## src/rtl/tsc_pkg.sv

```systemverilog
// ----------------------------------------------------------------------------
// tsc_pkg
// shared types and constants of the threshold stream compaction block
// ----------------------------------------------------------------------------
package tsc_pkg;

  localparam int unsigned VALUE_W     = 16;
  localparam int unsigned POS_W       = 6;
  localparam int unsigned THRESH_W    = 24;
  localparam int unsigned COUNT_REG_W = 7;
  localparam int unsigned APB_DATA_W  = 32;
  localparam int unsigned APB_ADDR_W  = 3;

  localparam int unsigned MAX_ELEMENTS_DEF = 64;

  localparam logic [THRESH_W-1:0]    THRESH_RESET = '0;
  localparam logic [COUNT_REG_W-1:0] COUNT_RESET  = 7'd64;

  // register index, taken from paddr[2]
  typedef enum logic {
    REG_THRESHOLD = 1'b0,
    REG_COUNT     = 1'b1
  } reg_idx_e;

  typedef enum logic {
    ST_STREAM = 1'b0,
    ST_PAD    = 1'b1
  } ctrl_state_e;

  // controller to datapath
  typedef struct packed {
    logic take;  // accept the input transaction
    logic pad;   // load one padding result
  } tsc_cmd_t;

  // datapath to controller
  typedef struct packed {
    logic out_valid;   // output register holds a result
    logic close;       // current input closes the block
    logic pad_needed;  // padding follows the current input
    logic pad_last;    // next padding result is the final one
  } tsc_status_t;

endpackage

```

## src/rtl/tsc_in_if.sv

```systemverilog
// ----------------------------------------------------------------------------
// tsc_in_if
// input element channel: valid, ready and one bfloat16 value
// ----------------------------------------------------------------------------
interface tsc_in_if
  import tsc_pkg::*;
();
  logic               valid;
  logic               ready;
  logic [VALUE_W-1:0] value;

  modport source (output valid, output value, input ready);
  modport sink   (input valid, input value, output ready);
endinterface

```

## src/rtl/tsc_out_if.sv

```systemverilog
// ----------------------------------------------------------------------------
// tsc_out_if
// result channel: valid, ready and one compacted result
// ----------------------------------------------------------------------------
interface tsc_out_if
  import tsc_pkg::*;
();
  logic               valid;
  logic               ready;
  logic [VALUE_W-1:0] value_res;
  logic [POS_W-1:0]   position;
  logic               is_padding;
  logic               last;

  modport source (output valid, output value_res, output position, output is_padding,
                  output last, input ready);
  modport sink   (input valid, input value_res, input position, input is_padding,
                  input last, output ready);
endinterface

```

## src/rtl/tsc_cfg.sv

```systemverilog
// ----------------------------------------------------------------------------
// tsc_cfg
// apb register file: threshold and element count
// ----------------------------------------------------------------------------
module tsc_cfg
  import tsc_pkg::*;
(
  input  logic                   clk_i,
  input  logic                   rst_ni,
  input  logic                   psel,
  input  logic                   penable,
  input  logic                   pwrite,
  input  logic [APB_ADDR_W-1:0]  paddr,
  input  logic [APB_DATA_W-1:0]  pwdata,
  output logic [APB_DATA_W-1:0]  prdata,
  output logic                   pready,
  output logic [THRESH_W-1:0]    threshold_o,
  output logic [COUNT_REG_W-1:0] count_o
);

  logic [THRESH_W-1:0]    thresh_q, thresh_d;
  logic [COUNT_REG_W-1:0] count_q, count_d;
  reg_idx_e               idx;
  logic                   wr_en;

  assign pready = 1'b1;
  assign idx    = reg_idx_e'(paddr[2]);
  assign wr_en  = psel && penable && pwrite && pready;

  always_comb begin
    thresh_d = thresh_q;
    count_d  = count_q;
    if (wr_en) begin
      case (idx)
        REG_THRESHOLD: thresh_d = pwdata[THRESH_W-1:0];
        REG_COUNT:     count_d  = pwdata[COUNT_REG_W-1:0];
        default: ;
      endcase
    end
  end

  always_ff @(posedge clk_i or negedge rst_ni) begin
    if (!rst_ni) begin
      thresh_q <= THRESH_RESET;
      count_q  <= COUNT_RESET;
    end else begin
      thresh_q <= thresh_d;
      count_q  <= count_d;
    end
  end

  always_comb begin
    case (idx)
      REG_THRESHOLD: prdata = APB_DATA_W'(thresh_q);
      REG_COUNT:     prdata = APB_DATA_W'(count_q);
      default:       prdata = '0;
    endcase
  end

  assign threshold_o = thresh_q;
  assign count_o     = count_q;

endmodule

```

## src/rtl/tsc_dp.sv

```systemverilog
// ----------------------------------------------------------------------------
// tsc_dp
// datapath: exact threshold compare, block counters, output register
// ----------------------------------------------------------------------------
module tsc_dp
  import tsc_pkg::*;
#(
  parameter int unsigned MAX_ELEMENTS = MAX_ELEMENTS_DEF
) (
  input  logic                   clk_i,
  input  logic                   rst_ni,
  input  logic [THRESH_W-1:0]    threshold_i,
  input  logic [COUNT_REG_W-1:0] count_i,
  input  logic [VALUE_W-1:0]     value_i,
  input  logic                   out_ready_i,
  input  tsc_cmd_t               cmd_i,
  output tsc_status_t            status_o,
  output logic                   out_valid_o,
  output logic [VALUE_W-1:0]     value_res_o,
  output logic [POS_W-1:0]       position_o,
  output logic                   is_padding_o,
  output logic                   last_o
);

  localparam int unsigned CNT_W = $clog2(MAX_ELEMENTS + 1);
  localparam int unsigned Q_W   = 25;  // 255 << 17 fits
  localparam int unsigned CMP_W = 27;

  // ---- effective element count ----
  logic [CNT_W-1:0] cnt;

  always_comb begin
    if (count_i == '0) begin
      cnt = CNT_W'(1);
    end else if (32'(count_i) > MAX_ELEMENTS) begin
      cnt = CNT_W'(MAX_ELEMENTS);
    end else begin
      cnt = CNT_W'(count_i);
    end
  end

  // ---- exact bfloat16 >= threshold/256 ----
  logic                    v_neg;
  logic [7:0]              v_exp;
  logic [6:0]              v_man;
  logic [7:0]              sig;
  logic [7:0]              lsh_raw;
  logic [4:0]              lsh;
  logic [3:0]              rsh;
  logic [Q_W-1:0]          q;
  logic                    frac;
  logic signed [CMP_W-1:0] q_s;
  logic signed [CMP_W-1:0] t_s;
  logic signed [CMP_W-1:0] t_neg;
  logic                    survive;

  assign v_neg   = value_i[15];
  assign v_exp   = value_i[14:7];
  assign v_man   = value_i[6:0];
  assign sig     = {(v_exp != 8'd0), v_man};
  assign lsh_raw = v_exp - 8'd126;
  assign lsh     = (lsh_raw > 8'd17) ? 5'd17 : lsh_raw[4:0];
  assign rsh     = 4'(8'd126 - v_exp);

  always_comb begin
    if (v_exp >= 8'd126) begin
      q    = Q_W'(sig) << lsh;
      frac = 1'b0;
    end else if (v_exp >= 8'd118) begin
      // one to eight fraction bits shifted out
      q    = Q_W'(sig >> rsh);
      frac = (sig & ~(8'hFF << rsh)) != 8'd0;
    end else begin
      q    = '0;
      frac = sig != 8'd0;
    end
  end

  assign q_s   = $signed({2'b00, q});
  assign t_s   = CMP_W'($signed(threshold_i));
  assign t_neg = -t_s;

  always_comb begin
    if (v_exp == 8'hFF) begin
      survive = (v_man == 7'd0) && !v_neg;  // nan fails, +inf passes
    end else if (!v_neg) begin
      survive = q_s >= t_s;
    end else if (frac) begin
      survive = q_s < t_neg;
    end else begin
      survive = q_s <= t_neg;
    end
  end

  // ---- block counters ----
  logic [CNT_W-1:0] seen_q, seen_d;
  logic [CNT_W-1:0] surv_q, surv_d;
  logic [CNT_W-1:0] seen_next;
  logic [CNT_W-1:0] surv_after;
  logic             emit;
  logic             close;
  logic             pad_needed;
  logic             pad_last;

  assign seen_next  = seen_q + CNT_W'(1);
  assign close      = seen_next >= cnt;
  assign emit       = survive && (surv_q < cnt);
  assign surv_after = surv_q + CNT_W'(emit);
  assign pad_needed = surv_after < cnt;
  assign pad_last   = surv_q == (cnt - CNT_W'(1));

  // ---- output register ----
  logic               out_valid_q, out_valid_d;
  logic [VALUE_W-1:0] value_res_q, value_res_d;
  logic [POS_W-1:0]   position_q, position_d;
  logic               is_padding_q, is_padding_d;
  logic               last_q, last_d;

  always_comb begin
    seen_d       = seen_q;
    surv_d       = surv_q;
    out_valid_d  = out_valid_q && !out_ready_i;
    value_res_d  = value_res_q;
    position_d   = position_q;
    is_padding_d = is_padding_q;
    last_d       = last_q;

    if (cmd_i.take) begin
      if (emit) begin
        out_valid_d  = 1'b1;
        value_res_d  = value_i;
        position_d   = POS_W'(surv_q);
        is_padding_d = 1'b0;
        last_d       = close && !pad_needed;
      end
      if (close) begin
        seen_d = '0;
        surv_d = pad_needed ? surv_after : '0;
      end else begin
        seen_d = seen_next;
        surv_d = surv_after;
      end
    end else if (cmd_i.pad) begin
      out_valid_d  = 1'b1;
      value_res_d  = '0;
      position_d   = POS_W'(surv_q);
      is_padding_d = 1'b1;
      last_d       = pad_last;
      surv_d       = pad_last ? '0 : surv_q + CNT_W'(1);
    end
  end

  always_ff @(posedge clk_i or negedge rst_ni) begin
    if (!rst_ni) begin
      seen_q      <= '0;
      surv_q      <= '0;
      out_valid_q <= 1'b0;
    end else begin
      seen_q      <= seen_d;
      surv_q      <= surv_d;
      out_valid_q <= out_valid_d;
    end
  end

  always_ff @(posedge clk_i) begin
    value_res_q  <= value_res_d;
    position_q   <= position_d;
    is_padding_q <= is_padding_d;
    last_q       <= last_d;
  end

  assign status_o.out_valid  = out_valid_q;
  assign status_o.close      = close;
  assign status_o.pad_needed = pad_needed;
  assign status_o.pad_last   = pad_last;

  assign out_valid_o  = out_valid_q;
  assign value_res_o  = value_res_q;
  assign position_o   = position_q;
  assign is_padding_o = is_padding_q;
  assign last_o       = last_q;

endmodule

```

## src/rtl/tsc_ctrl.sv

```systemverilog
// ----------------------------------------------------------------------------
// tsc_ctrl
// controller: streams elements, then drives tail padding
// ----------------------------------------------------------------------------
module tsc_ctrl
  import tsc_pkg::*;
(
  input  logic        clk_i,
  input  logic        rst_ni,
  input  logic        in_valid_i,
  input  logic        out_ready_i,
  input  tsc_status_t status_i,
  output logic        in_ready_o,
  output tsc_cmd_t    cmd_o
);

  ctrl_state_e state_q, state_d;
  logic        slot_free;

  // output register empty, or emptied in this cycle
  assign slot_free = !status_i.out_valid || out_ready_i;

  always_comb begin
    state_d = state_q;
    case (state_q)
      ST_STREAM: begin
        if (in_valid_i && slot_free && status_i.close && status_i.pad_needed) begin
          state_d = ST_PAD;
        end
      end
      ST_PAD: begin
        if (slot_free && status_i.pad_last) begin
          state_d = ST_STREAM;
        end
      end
      default: state_d = ST_STREAM;
    endcase
  end

  always_comb begin
    in_ready_o = 1'b0;
    cmd_o      = '0;
    case (state_q)
      ST_STREAM: begin
        in_ready_o = slot_free;
        cmd_o.take = in_valid_i && slot_free;
      end
      ST_PAD: begin
        cmd_o.pad = slot_free;
      end
      default: ;
    endcase
  end

  always_ff @(posedge clk_i or negedge rst_ni) begin
    if (!rst_ni) begin
      state_q <= ST_STREAM;
    end else begin
      state_q <= state_d;
    end
  end

endmodule

```

## src/rtl/threshold_stream_compaction.sv

```systemverilog
// a surviving element is loaded into the output register at its transaction
// throughput: one element per cycle while the result side takes results; closing a block
//   with p padding results sends them from the single output register while input is held off
// reset: asynchronous, active low; threshold 0, element count 64, counters cleared,
//   output register empty
// ----------------------------------------------------------------------------
// threshold_stream_compaction
// keeps bfloat16 elements at or above a q.8 threshold, packs them to the
// front of the block and fills the tail with zero padding
// ----------------------------------------------------------------------------
module threshold_stream_compaction
  import tsc_pkg::*;
#(
  parameter int unsigned MAX_ELEMENTS = MAX_ELEMENTS_DEF
) (
  input  logic                  clk_i,
  input  logic                  rst_ni,
  tsc_in_if.sink                in_i,
  tsc_out_if.source             out_o,
  input  logic                  psel,
  input  logic                  penable,
  input  logic                  pwrite,
  input  logic [APB_ADDR_W-1:0] paddr,
  input  logic [APB_DATA_W-1:0] pwdata,
  output logic [APB_DATA_W-1:0] prdata,
  output logic                  pready
);

  // configuration registers
  logic [THRESH_W-1:0]    threshold;
  logic [COUNT_REG_W-1:0] elem_count;

  // command and status between controller and datapath
  tsc_cmd_t    cmd;
  tsc_status_t status;

  tsc_cfg u_cfg (
    .clk_i       (clk_i),
    .rst_ni      (rst_ni),
    .psel        (psel),
    .penable     (penable),
    .pwrite      (pwrite),
    .paddr       (paddr),
    .pwdata      (pwdata),
    .prdata      (prdata),
    .pready      (pready),
    .threshold_o (threshold),
    .count_o     (elem_count)
  );

  // controller: in stream state the input is open whenever the output
  // register can take a result; in pad state it issues padding results
  tsc_ctrl u_ctrl (
    .clk_i       (clk_i),
    .rst_ni      (rst_ni),
    .in_valid_i  (in_i.valid),
    .out_ready_i (out_o.ready),
    .status_i    (status),
    .in_ready_o  (in_i.ready),
    .cmd_o       (cmd)
  );

  // datapath: compare, elements seen and survivors emitted counters, the
  // survivor counter doubles as the padding slot index during the tail
  tsc_dp #(
    .MAX_ELEMENTS (MAX_ELEMENTS)
  ) u_dp (
    .clk_i        (clk_i),
    .rst_ni       (rst_ni),
    .threshold_i  (threshold),
    .count_i      (elem_count),
    .value_i      (in_i.value),
    .out_ready_i  (out_o.ready),
    .cmd_i        (cmd),
    .status_o     (status),
    .out_valid_o  (out_o.valid),
    .value_res_o  (out_o.value_res),
    .position_o   (out_o.position),
    .is_padding_o (out_o.is_padding),
    .last_o       (out_o.last)
  );

endmodule

```

## src/flat_wrapper.sv

```systemverilog
// flat-port wrapper written by rule: the top's interface ports become plain ports
module threshold_stream_compaction_flat import tsc_pkg::*;
#(
  parameter int unsigned MAX_ELEMENTS = MAX_ELEMENTS_DEF
)
  (clk_i, rst_ni, psel, penable, pwrite, paddr, pwdata, prdata, pready, in_i_valid, in_i_value, in_i_ready, out_o_valid, out_o_value_res, out_o_position, out_o_is_padding, out_o_last, out_o_ready);
  tsc_in_if in_i_i ();
  tsc_out_if out_o_i ();
  input  logic clk_i;
  input  logic rst_ni;
  input  logic psel;
  input  logic penable;
  input  logic pwrite;
  input  logic [APB_ADDR_W-1:0] paddr;
  input  logic [APB_DATA_W-1:0] pwdata;
  output logic [APB_DATA_W-1:0] prdata;
  output logic pready;
  input wire logic [$bits(in_i_i.valid)-1:0] in_i_valid;
  input wire logic [$bits(in_i_i.value)-1:0] in_i_value;
  output wire logic [$bits(in_i_i.ready)-1:0] in_i_ready;
  output wire logic [$bits(out_o_i.valid)-1:0] out_o_valid;
  output wire logic [$bits(out_o_i.value_res)-1:0] out_o_value_res;
  output wire logic [$bits(out_o_i.position)-1:0] out_o_position;
  output wire logic [$bits(out_o_i.is_padding)-1:0] out_o_is_padding;
  output wire logic [$bits(out_o_i.last)-1:0] out_o_last;
  input wire logic [$bits(out_o_i.ready)-1:0] out_o_ready;
  assign in_i_i.valid = in_i_valid;
  assign in_i_i.value = in_i_value;
  assign in_i_ready = in_i_i.ready;
  assign out_o_valid = out_o_i.valid;
  assign out_o_value_res = out_o_i.value_res;
  assign out_o_position = out_o_i.position;
  assign out_o_is_padding = out_o_i.is_padding;
  assign out_o_last = out_o_i.last;
  assign out_o_i.ready = out_o_ready;
  threshold_stream_compaction #(.MAX_ELEMENTS(MAX_ELEMENTS)) u_core (.clk_i(clk_i), .rst_ni(rst_ni), .in_i(in_i_i), .out_o(out_o_i), .psel(psel), .penable(penable), .pwrite(pwrite), .paddr(paddr), .pwdata(pwdata), .prdata(prdata), .pready(pready));
endmodule
```

## config.mk

```make
export PLATFORM = sky130hd
export DESIGN_NAME = threshold_stream_compaction_flat
export DESIGN_NICKNAME = d
export VERILOG_FILES = /design/src/rtl/tsc_pkg.sv /design/src/rtl/tsc_in_if.sv /design/src/rtl/tsc_out_if.sv /design/src/rtl/tsc_cfg.sv /design/src/rtl/tsc_dp.sv /design/src/rtl/tsc_ctrl.sv /design/src/rtl/threshold_stream_compaction.sv /design/src/flat_wrapper.sv
export SDC_FILE = /design/constraint.sdc
export NUM_CORES = 1
export LEC_CHECK = 0
export ABC_AREA = 1
export BUFFER_PORTS_ARGS = -buffer_cell sky130_fd_sc_hd__clkbuf_2
export CAP_MARGIN = 15
export CORE_UTILIZATION = 45
export CTS_BUF_LIST = sky130_fd_sc_hd__clkbuf_8
export CTS_CLUSTER_SIZE = 20
export DETAILED_ROUTE_END_ITERATION = 8
export PLACE_DENSITY = 0.66
export RECOVER_POWER = 50
export SLEW_MARGIN = 20
export SYNTH_ARGS = -nofsm -noshare
export SYNTH_HDL_FRONTEND = slang
export SYNTH_SLANG_ARGS = --single-unit
```

## constraint.sdc

```tcl
create_clock -name clk_i -period 7.3 [get_ports clk_i]
set_clock_uncertainty 0.15 [all_clocks]
set_input_delay 2.19 -clock clk_i [delete_from_list [all_inputs] [get_ports clk_i]]
set_output_delay 2.19 -clock clk_i [all_outputs]
set_load 0.1 [all_outputs]
```

* After elaboration in Yosys (flattened, before gate mapping)
Cells that the tools add are included.
Operators by class: add/subtract/negate cells 7, $lt $le $gt $ge 10, equal/unequal tests 3, shifts and indexed selects 3, multiplexer cells 38, bitwise gates (word level) 4, reduce and logical (&&, ||, !) cells 24
Operator list (number):
- 32-bit case mux with 2 select lines | 1
- 7-bit 2-to-1 mux | 8
- 25-bit 2-to-1 mux | 2
- 16-bit 2-to-1 mux | 3
- 26-bit by 27-bit less-or-equal comparator with 1-bit output | 1
- 26-bit by 27-bit < comparator with 1-bit output | 1
- 24-bit negator with 27-bit output | 1
- 26-bit by 24-bit >= comparator with 1-bit output | 1
- 8-bit by 5-bit << shifter with 25-bit output | 1
- 8-bit by 4-bit right shift with 25-bit output | 1
- 8-bit nonzero test | 3
- 1-bit 2-to-1 mux | 19
- 6-bit 2-to-1 mux | 3
- 8-bit by 7-bit >= comparator with 1-bit output, second input constant | 2
- 7-bit by 1-bit adder with 7-bit output, second input constant | 2
- 7-bit zero test | 2
- 7-bit < comparator | 2
- 1-bit logical AND | 10
- 8-bit bitwise AND | 1
- 8-bit equality test, second input constant | 1
- 8-bit by 5-bit greater-than comparator with 1-bit output, second input constant | 1
- 8-bit NOT | 1
- 8-bit by 4-bit << shifter with 8-bit output, first input constant | 1
- 8-bit by 7-bit subtractor with 8-bit output, second input constant | 1
- 14 further kinds | 20
Word-level totals: register bits after elaboration 71, input port bits 58, output and inout bits 59, logic and storage cells 99

* Longest topological paths before layout
depth in word-level cells 17, gate-level depth with buffers 50, gate-level depth less buffers 49

* Cells and area by module
A second synthesis with hierarchy kept.
Second synthesis, totals: cells, all modules 1020, area total of the unflattened synthesis 7214.4 µm²
By module, submodules not included:
- tsc_dp | times used 1, cells each 796, area an instance 5532.8 µm², sequential area each 1096.1 µm²
- tsc_cfg | times used 1, cells each 208, area an instance 1590.3 µm², sequential area each 777.0 µm²
- tsc_ctrl | times used 1, cells each 16, area an instance 91.3 µm², sequential area each 25.0 µm²

* Worst setup path after synthesis
No wires, ideal clock.
path kind input port to flip-flop, from in in_i_value[7], to reg u_core.u_dp.surv_q[3], library setup time 83 ps, arrival time 7215 ps, required time 7067 ps, slack -148 ps, cell stages on the path 44, buffers on the path 1, path through clkinv_1 > ha_1 > nor2_1 > nor2_1 > nand2_1 > nand2_1 > nand2_2 > nor2_8 > nand2_1 > inv_2 > nand2_1 > clkinv_1 > clkbuf_1 > nor2_1 > inv_1 > o21ai_0 > ha_1 > nand2_1 > (+8 left out) > nand2_1 > nand2_1 > nand2_1 > a21oi_2 > nand2_1 > a21boi_1 > ha_1 > ha_1 > xor2_1 > ha_1 > a21oi_1 > nand2_1 > nand4_1 > o211ai_1 > a21oi_1 > a32o_1 > nand2_1 > o21ai_0
Between the ends: longest elaborated chain between the ends 16, elaborated cells on any way between the ends 31, those cells by class 3 x add/sub; 7 x order compare; 1 x eq/ne; 3 x shift; 11 x mux; 2 x bitwise; 4 x reduce/logical
Ends and longest elaborated chain:
- start, declared | line flat_wrapper.sv:19 | input wire logic [$bits(in_i_i.value)-1:0] in_i_value;
- parallel branches: the longest is 9 deep, another holds 26-bit by 27-bit less-or-equal comparator with 1-bit output
- 1-bit 2-to-1 mux * | line tsc_dp.sv:84 | if (v_exp == 8'hFF) begin
- 1-bit logical AND * | line tsc_dp.sv:107 | assign emit = survive && (surv_q < cnt);
- 7-bit by 1-bit adder with 7-bit output * | line tsc_dp.sv:108 | assign surv_after = surv_q + CNT_W'(emit);
- 7-bit < comparator | line tsc_dp.sv:109 | assign pad_needed = surv_after < cnt;
- 7-bit 2-to-1 mux | line tsc_dp.sv:138 | surv_d = pad_needed ? surv_after : '0;
- 7-bit 2-to-1 mux * | line tsc_dp.sv:136 | if (close) begin
- 7-bit 2-to-1 mux * | line tsc_dp.sv:128 | if (cmd_i.take) begin
- end signal, assigned | line tsc_dp.sv:160 | surv_q <= surv_d;
- end, declared | line tsc_dp.sv:97 | logic [CNT_W-1:0] surv_q, surv_d;
Mark *: on every way between the ends. A chain may end at the register's enable or synchronous reset.

* Worst setup path after layout
from in in_i_value[9], to reg u_core.u_dp.surv_q[0]
Same word-level chain as after synthesis.

==> summary.txt <==
Run status
  • Run status: finished, violations left
  • Failing checks: max-capacitance violations, max-slew violations, negative setup slack

STA
  • Worst rel slew slack: -81.2%
  • Minimum clock period: 7770 ps
  • Unrepaired setup endpoints after global routing: yes
  • Post-route setup TNS: -3750 ps
  • Final period utilization: 106%
  • Final Hold Vio Count: 0
  • Slew Viols, Final: 97
  • Measured slew at the worst slew-check pin: 2720 ps
  • Maximum clock frequency: 0.129 GHz
  • Setup ws final: -471 ps
  • Setup violators final: 9

Worst setup path
  • Most common cell on crit path: nand2_1
  • CP startpoint kind: input pin
  • Critical path capture point type: flop
  • Critical path arrival: 7840 ps
  • Critical path peak fanout: 7
  • Worst path max stage delay: 310 ps
  • Critical path class: in2reg
  • CP delay by family, top: compound AO/OA/AOI/OAI gates
  • CP max stage cell: ha_1
  • Worst EP required: 7370 ps
  • Crit path buffers/inverters: 7

Power and ir drop
  • Sw Share: 54.9%
  • Design Power: 2.77 mW
  • Net Switching: 1.52 mW
  • Comb pwr share: 63.3%
  • Cell internal pwr: 1.25 mW
  • Power Density: 300 nW/µm²
  • Reg power frac: 24.4%
  • Peak supply drop: 0.000289 V
  • Clock Power Share: 12.3%
  • Leak: 4.71 nW

Global routing
  • Top Usage Layer GRT: met2
  • Congestion Overflow GR: 0
  • GR Layer Usage met3: 3.57%
  • Tot GR Track Use: 24.9%
  • GR Util met2: 40.5%
  • Vias in the first global route: 6701
  • Antenna violations before repair: 0
  • GRT met1 Usage: 34.3%
  • First-pass GRT wire length: 31800 µm
  • Largest net degree at the start of global routing: 49

CTS
  • Clock-pin slew on the worst setup and hold paths: 80 ps
  • CTS tree: yes
  • CTS sink cnt: 71
  • Clk buf depth: 2
  • Num CTS Buffers: 9
  • Skew-Pair Late Insertion Delay: 360 ps
  • Htree depth: 3
  • Root Driver: clkbuf_8

Yosys
  • Post-Syn Area per Cell: 7.21 µm²
  • Top FF cell, synth: dfrtp_1
  • Library cells used by synthesis: 54
  • Syn. warnings: 0
  • Post-synthesis async set-or-reset flop share: 66.2%
  • Cell with the most instances after synthesis: nand2_1
  • Synth top cells by count: nand2_1 (193), inv_1 (110), nor2_1 (110)
  • Post-Synthesis Cell Area: 6770 µm²
  • Largest cells by area after synthesis: dfrtp_1 (17%), ha_1 (15%), nand2_1 (11%)
  • Register bit total from synthesis: 71
  • Synth top area share: 17.0%
  • Sequential fraction of the synthesis area: 28.0%
  • Area leader, netlist: dfrtp_1
  • Cells after Synth: 940
  • Post-synth EDFFs: 24

Detailed routing
  • Iteration-0 DRC count of the detailed router: 504
  • Number of routed nets with antenna violations: 0
  • Wire length per cell: 14.6 µm
  • DR vias: 7184
  • Vias/cell: 5.29
  • Residual DRC count: 0
  • Drt pass-1 iters: 5
  • Drt total wl: 19900 µm

Finish
  • Layout cell share with drive strength beyond 1: 31.8%
  • Diodes inserted: 0
  • Layout Nets: 1307
  • Finished Cell Area: 9240 µm²
  • Fillers: 1269
  • Multi-input gate area: 4810 µm²
  • FF+latch area: 1900 µm²
  • Syn-to-layout area delta: 36.4%

Floorplanning
  • Die Height: 125 µm
  • I/O pin count: 117
  • FP Rows: 44
  • Initial core utilization: 46.4%
  • Core area: 14600 µm²
  • Overall die width: 125 µm
  • Die Area: 15500 µm²

Placed design
  • DPL Wire Length: 14800 µm
  • Area post-placement: 8320 µm²
  • Routability cong.: 0.884
  • PortBufs: 97

Hold path
  • Hold crit path type: reg2reg

Run
  • Max Cap Violations: 2
==> layer usage <==
metal,part of all wire [%],vias up
met2,46,207
met5,0,-
met1,48,3364
met4,1.4,0
li1,-,3592
met3,4.7,21
==> final timing paths <==
kind                                             startpoint                      endpoint  slack, ps  cells past startpoint
worst min register to register  u_core.u_cfg.threshold_o[4]   u_core.u_cfg.threshold_o[4]        380                      2
min in group asynchronous                            rst_ni         u_core.u_dp.surv_q[2]       2630                      2
max in group asynchronous                            rst_ni  u_core.u_cfg.threshold_o[11]       2820                      2
worst max-delay path                          in_i_value[9]         u_core.u_dp.surv_q[0]       -470                     45
worst max register to register  u_core.u_cfg.threshold_o[1]         u_core.u_dp.surv_q[0]        970                     41
worst min-delay path            u_core.u_cfg.threshold_o[4]   u_core.u_cfg.threshold_o[4]        380                      2
==> cell families (layout without fill, tap and decap cells) <==
family,count (synthesis),count (layout),share of synthesized area (%)
AO/OA/AOI/OAI,181,181,15.7
XOR/XNOR,36,36,4.66
adder cells (fa/ha/maj),81,81,15.0
buffers and inverters,157,383,9.46
flip-flops,71,71,28.0
multiplexers,3,3,0.443
other,2,9,0.111
AND/OR/NAND/NOR,409,409,26.7
==> cells in the final DEF, fill, tap and decap left out, types with 16 or more instances in the layout <==
master | Yosys | final
clkbuf_2 | 0 | 80
ha_4 | 0 | 16
a21oi_1 | 53 | 47
inv_1 | 110 | 111
ha_1 | 81 | 65
edfxtp_1 | 24 | 24
nand2_1 | 193 | 170
buf_4 | 11 | 135
o21ai_0 | 72 | 57
nor2_1 | 110 | 99
nand4_1 | 20 | 20
nand2_2 | 9 | 25
dfrtp_1 | 46 | 46
nand3_1 | 38 | 31
xor2_1 | 35 | 31
==> power by group through the flow <==
stage / registers [mW] / clock network [mW] / logic, mW
6_report: 0.676 / 0.341 / 1.75
3_3_place_gp: 0.671 / 0 / 1.59
2_1_floorplan: 1.09 / 0 / 0.806
4_1_cts: 0.671 / 0.345 / 1.66
5_1_grt: 0.688 / 0.361 / 1.89
3_5_place_dp: 0.673 / 0 / 1.61
==> metrics by stage <==
step | util (%) | instances | setup WS (ps) | hold WS, ps
finish | 63.3 | 1357 | -471 | 382
global route | 63.3 | 1357 | -828 | 398
CTS | 60.8 | 1347 | -379 | 372
detailed placement | 57.0 | 1321 | -995 | 351
global placement | 57.0 | 1321 | -976 | 338
floorplan | - | 947 | 24.1 | 301
==> area by class of cell <==
cell class | count | share of cell area, %
Timing Repair Buffer | 243 | 17.6
Clock inverter | 7 | 0.881
Clock buffer | 9 | 1.34
Sequential cell | 71 | 20.6
Multi-Input combinational cell | 719 | 52.1
Inverter | 124 | 5.07
Tap cell | 184 | 2.49
==> what timing repair did <==
| action | 4_1_cts | 5_1_grt |
|---|---|---|
| cloned | 0 | 0 |
| hold buffers | 0 | 0 |
| pin swaps | 38 | 60 |
| endpoints found under the hold margin | 0 | 0 |
| buffers inserted | 12 | 10 |
| setup endpoints to repair | 9 | 9 |
| gates resized for setup | 62 | 78 |
==> flip-flops by register name, indices dropped and copies added, names as in the netlist <==
register / cells
u_core.u_cfg.count_o: 7
u_core.u_cfg.threshold_o: 24
u_core.u_ctrl.state_q: 1
u_core.u_dp.is_padding_o: 1
u_core.u_dp.last_o: 1
u_core.u_dp.out_valid_o: 1
u_core.u_dp.position_o: 6
u_core.u_dp.seen_q: 7
u_core.u_dp.surv_q: 7
u_core.u_dp.value_res_o: 16
==> worst min-delay path: cells and delay by family, from the launching register on <==
| family | cells | cell delay [ps] |
|---|---|---|
| DFF | 1 | 380 |
| and+or+nand+nor | 1 | 60 |
| AOI/OAI and AO/OA | 1 | 60 |
(Power assumes the default switching activity.)
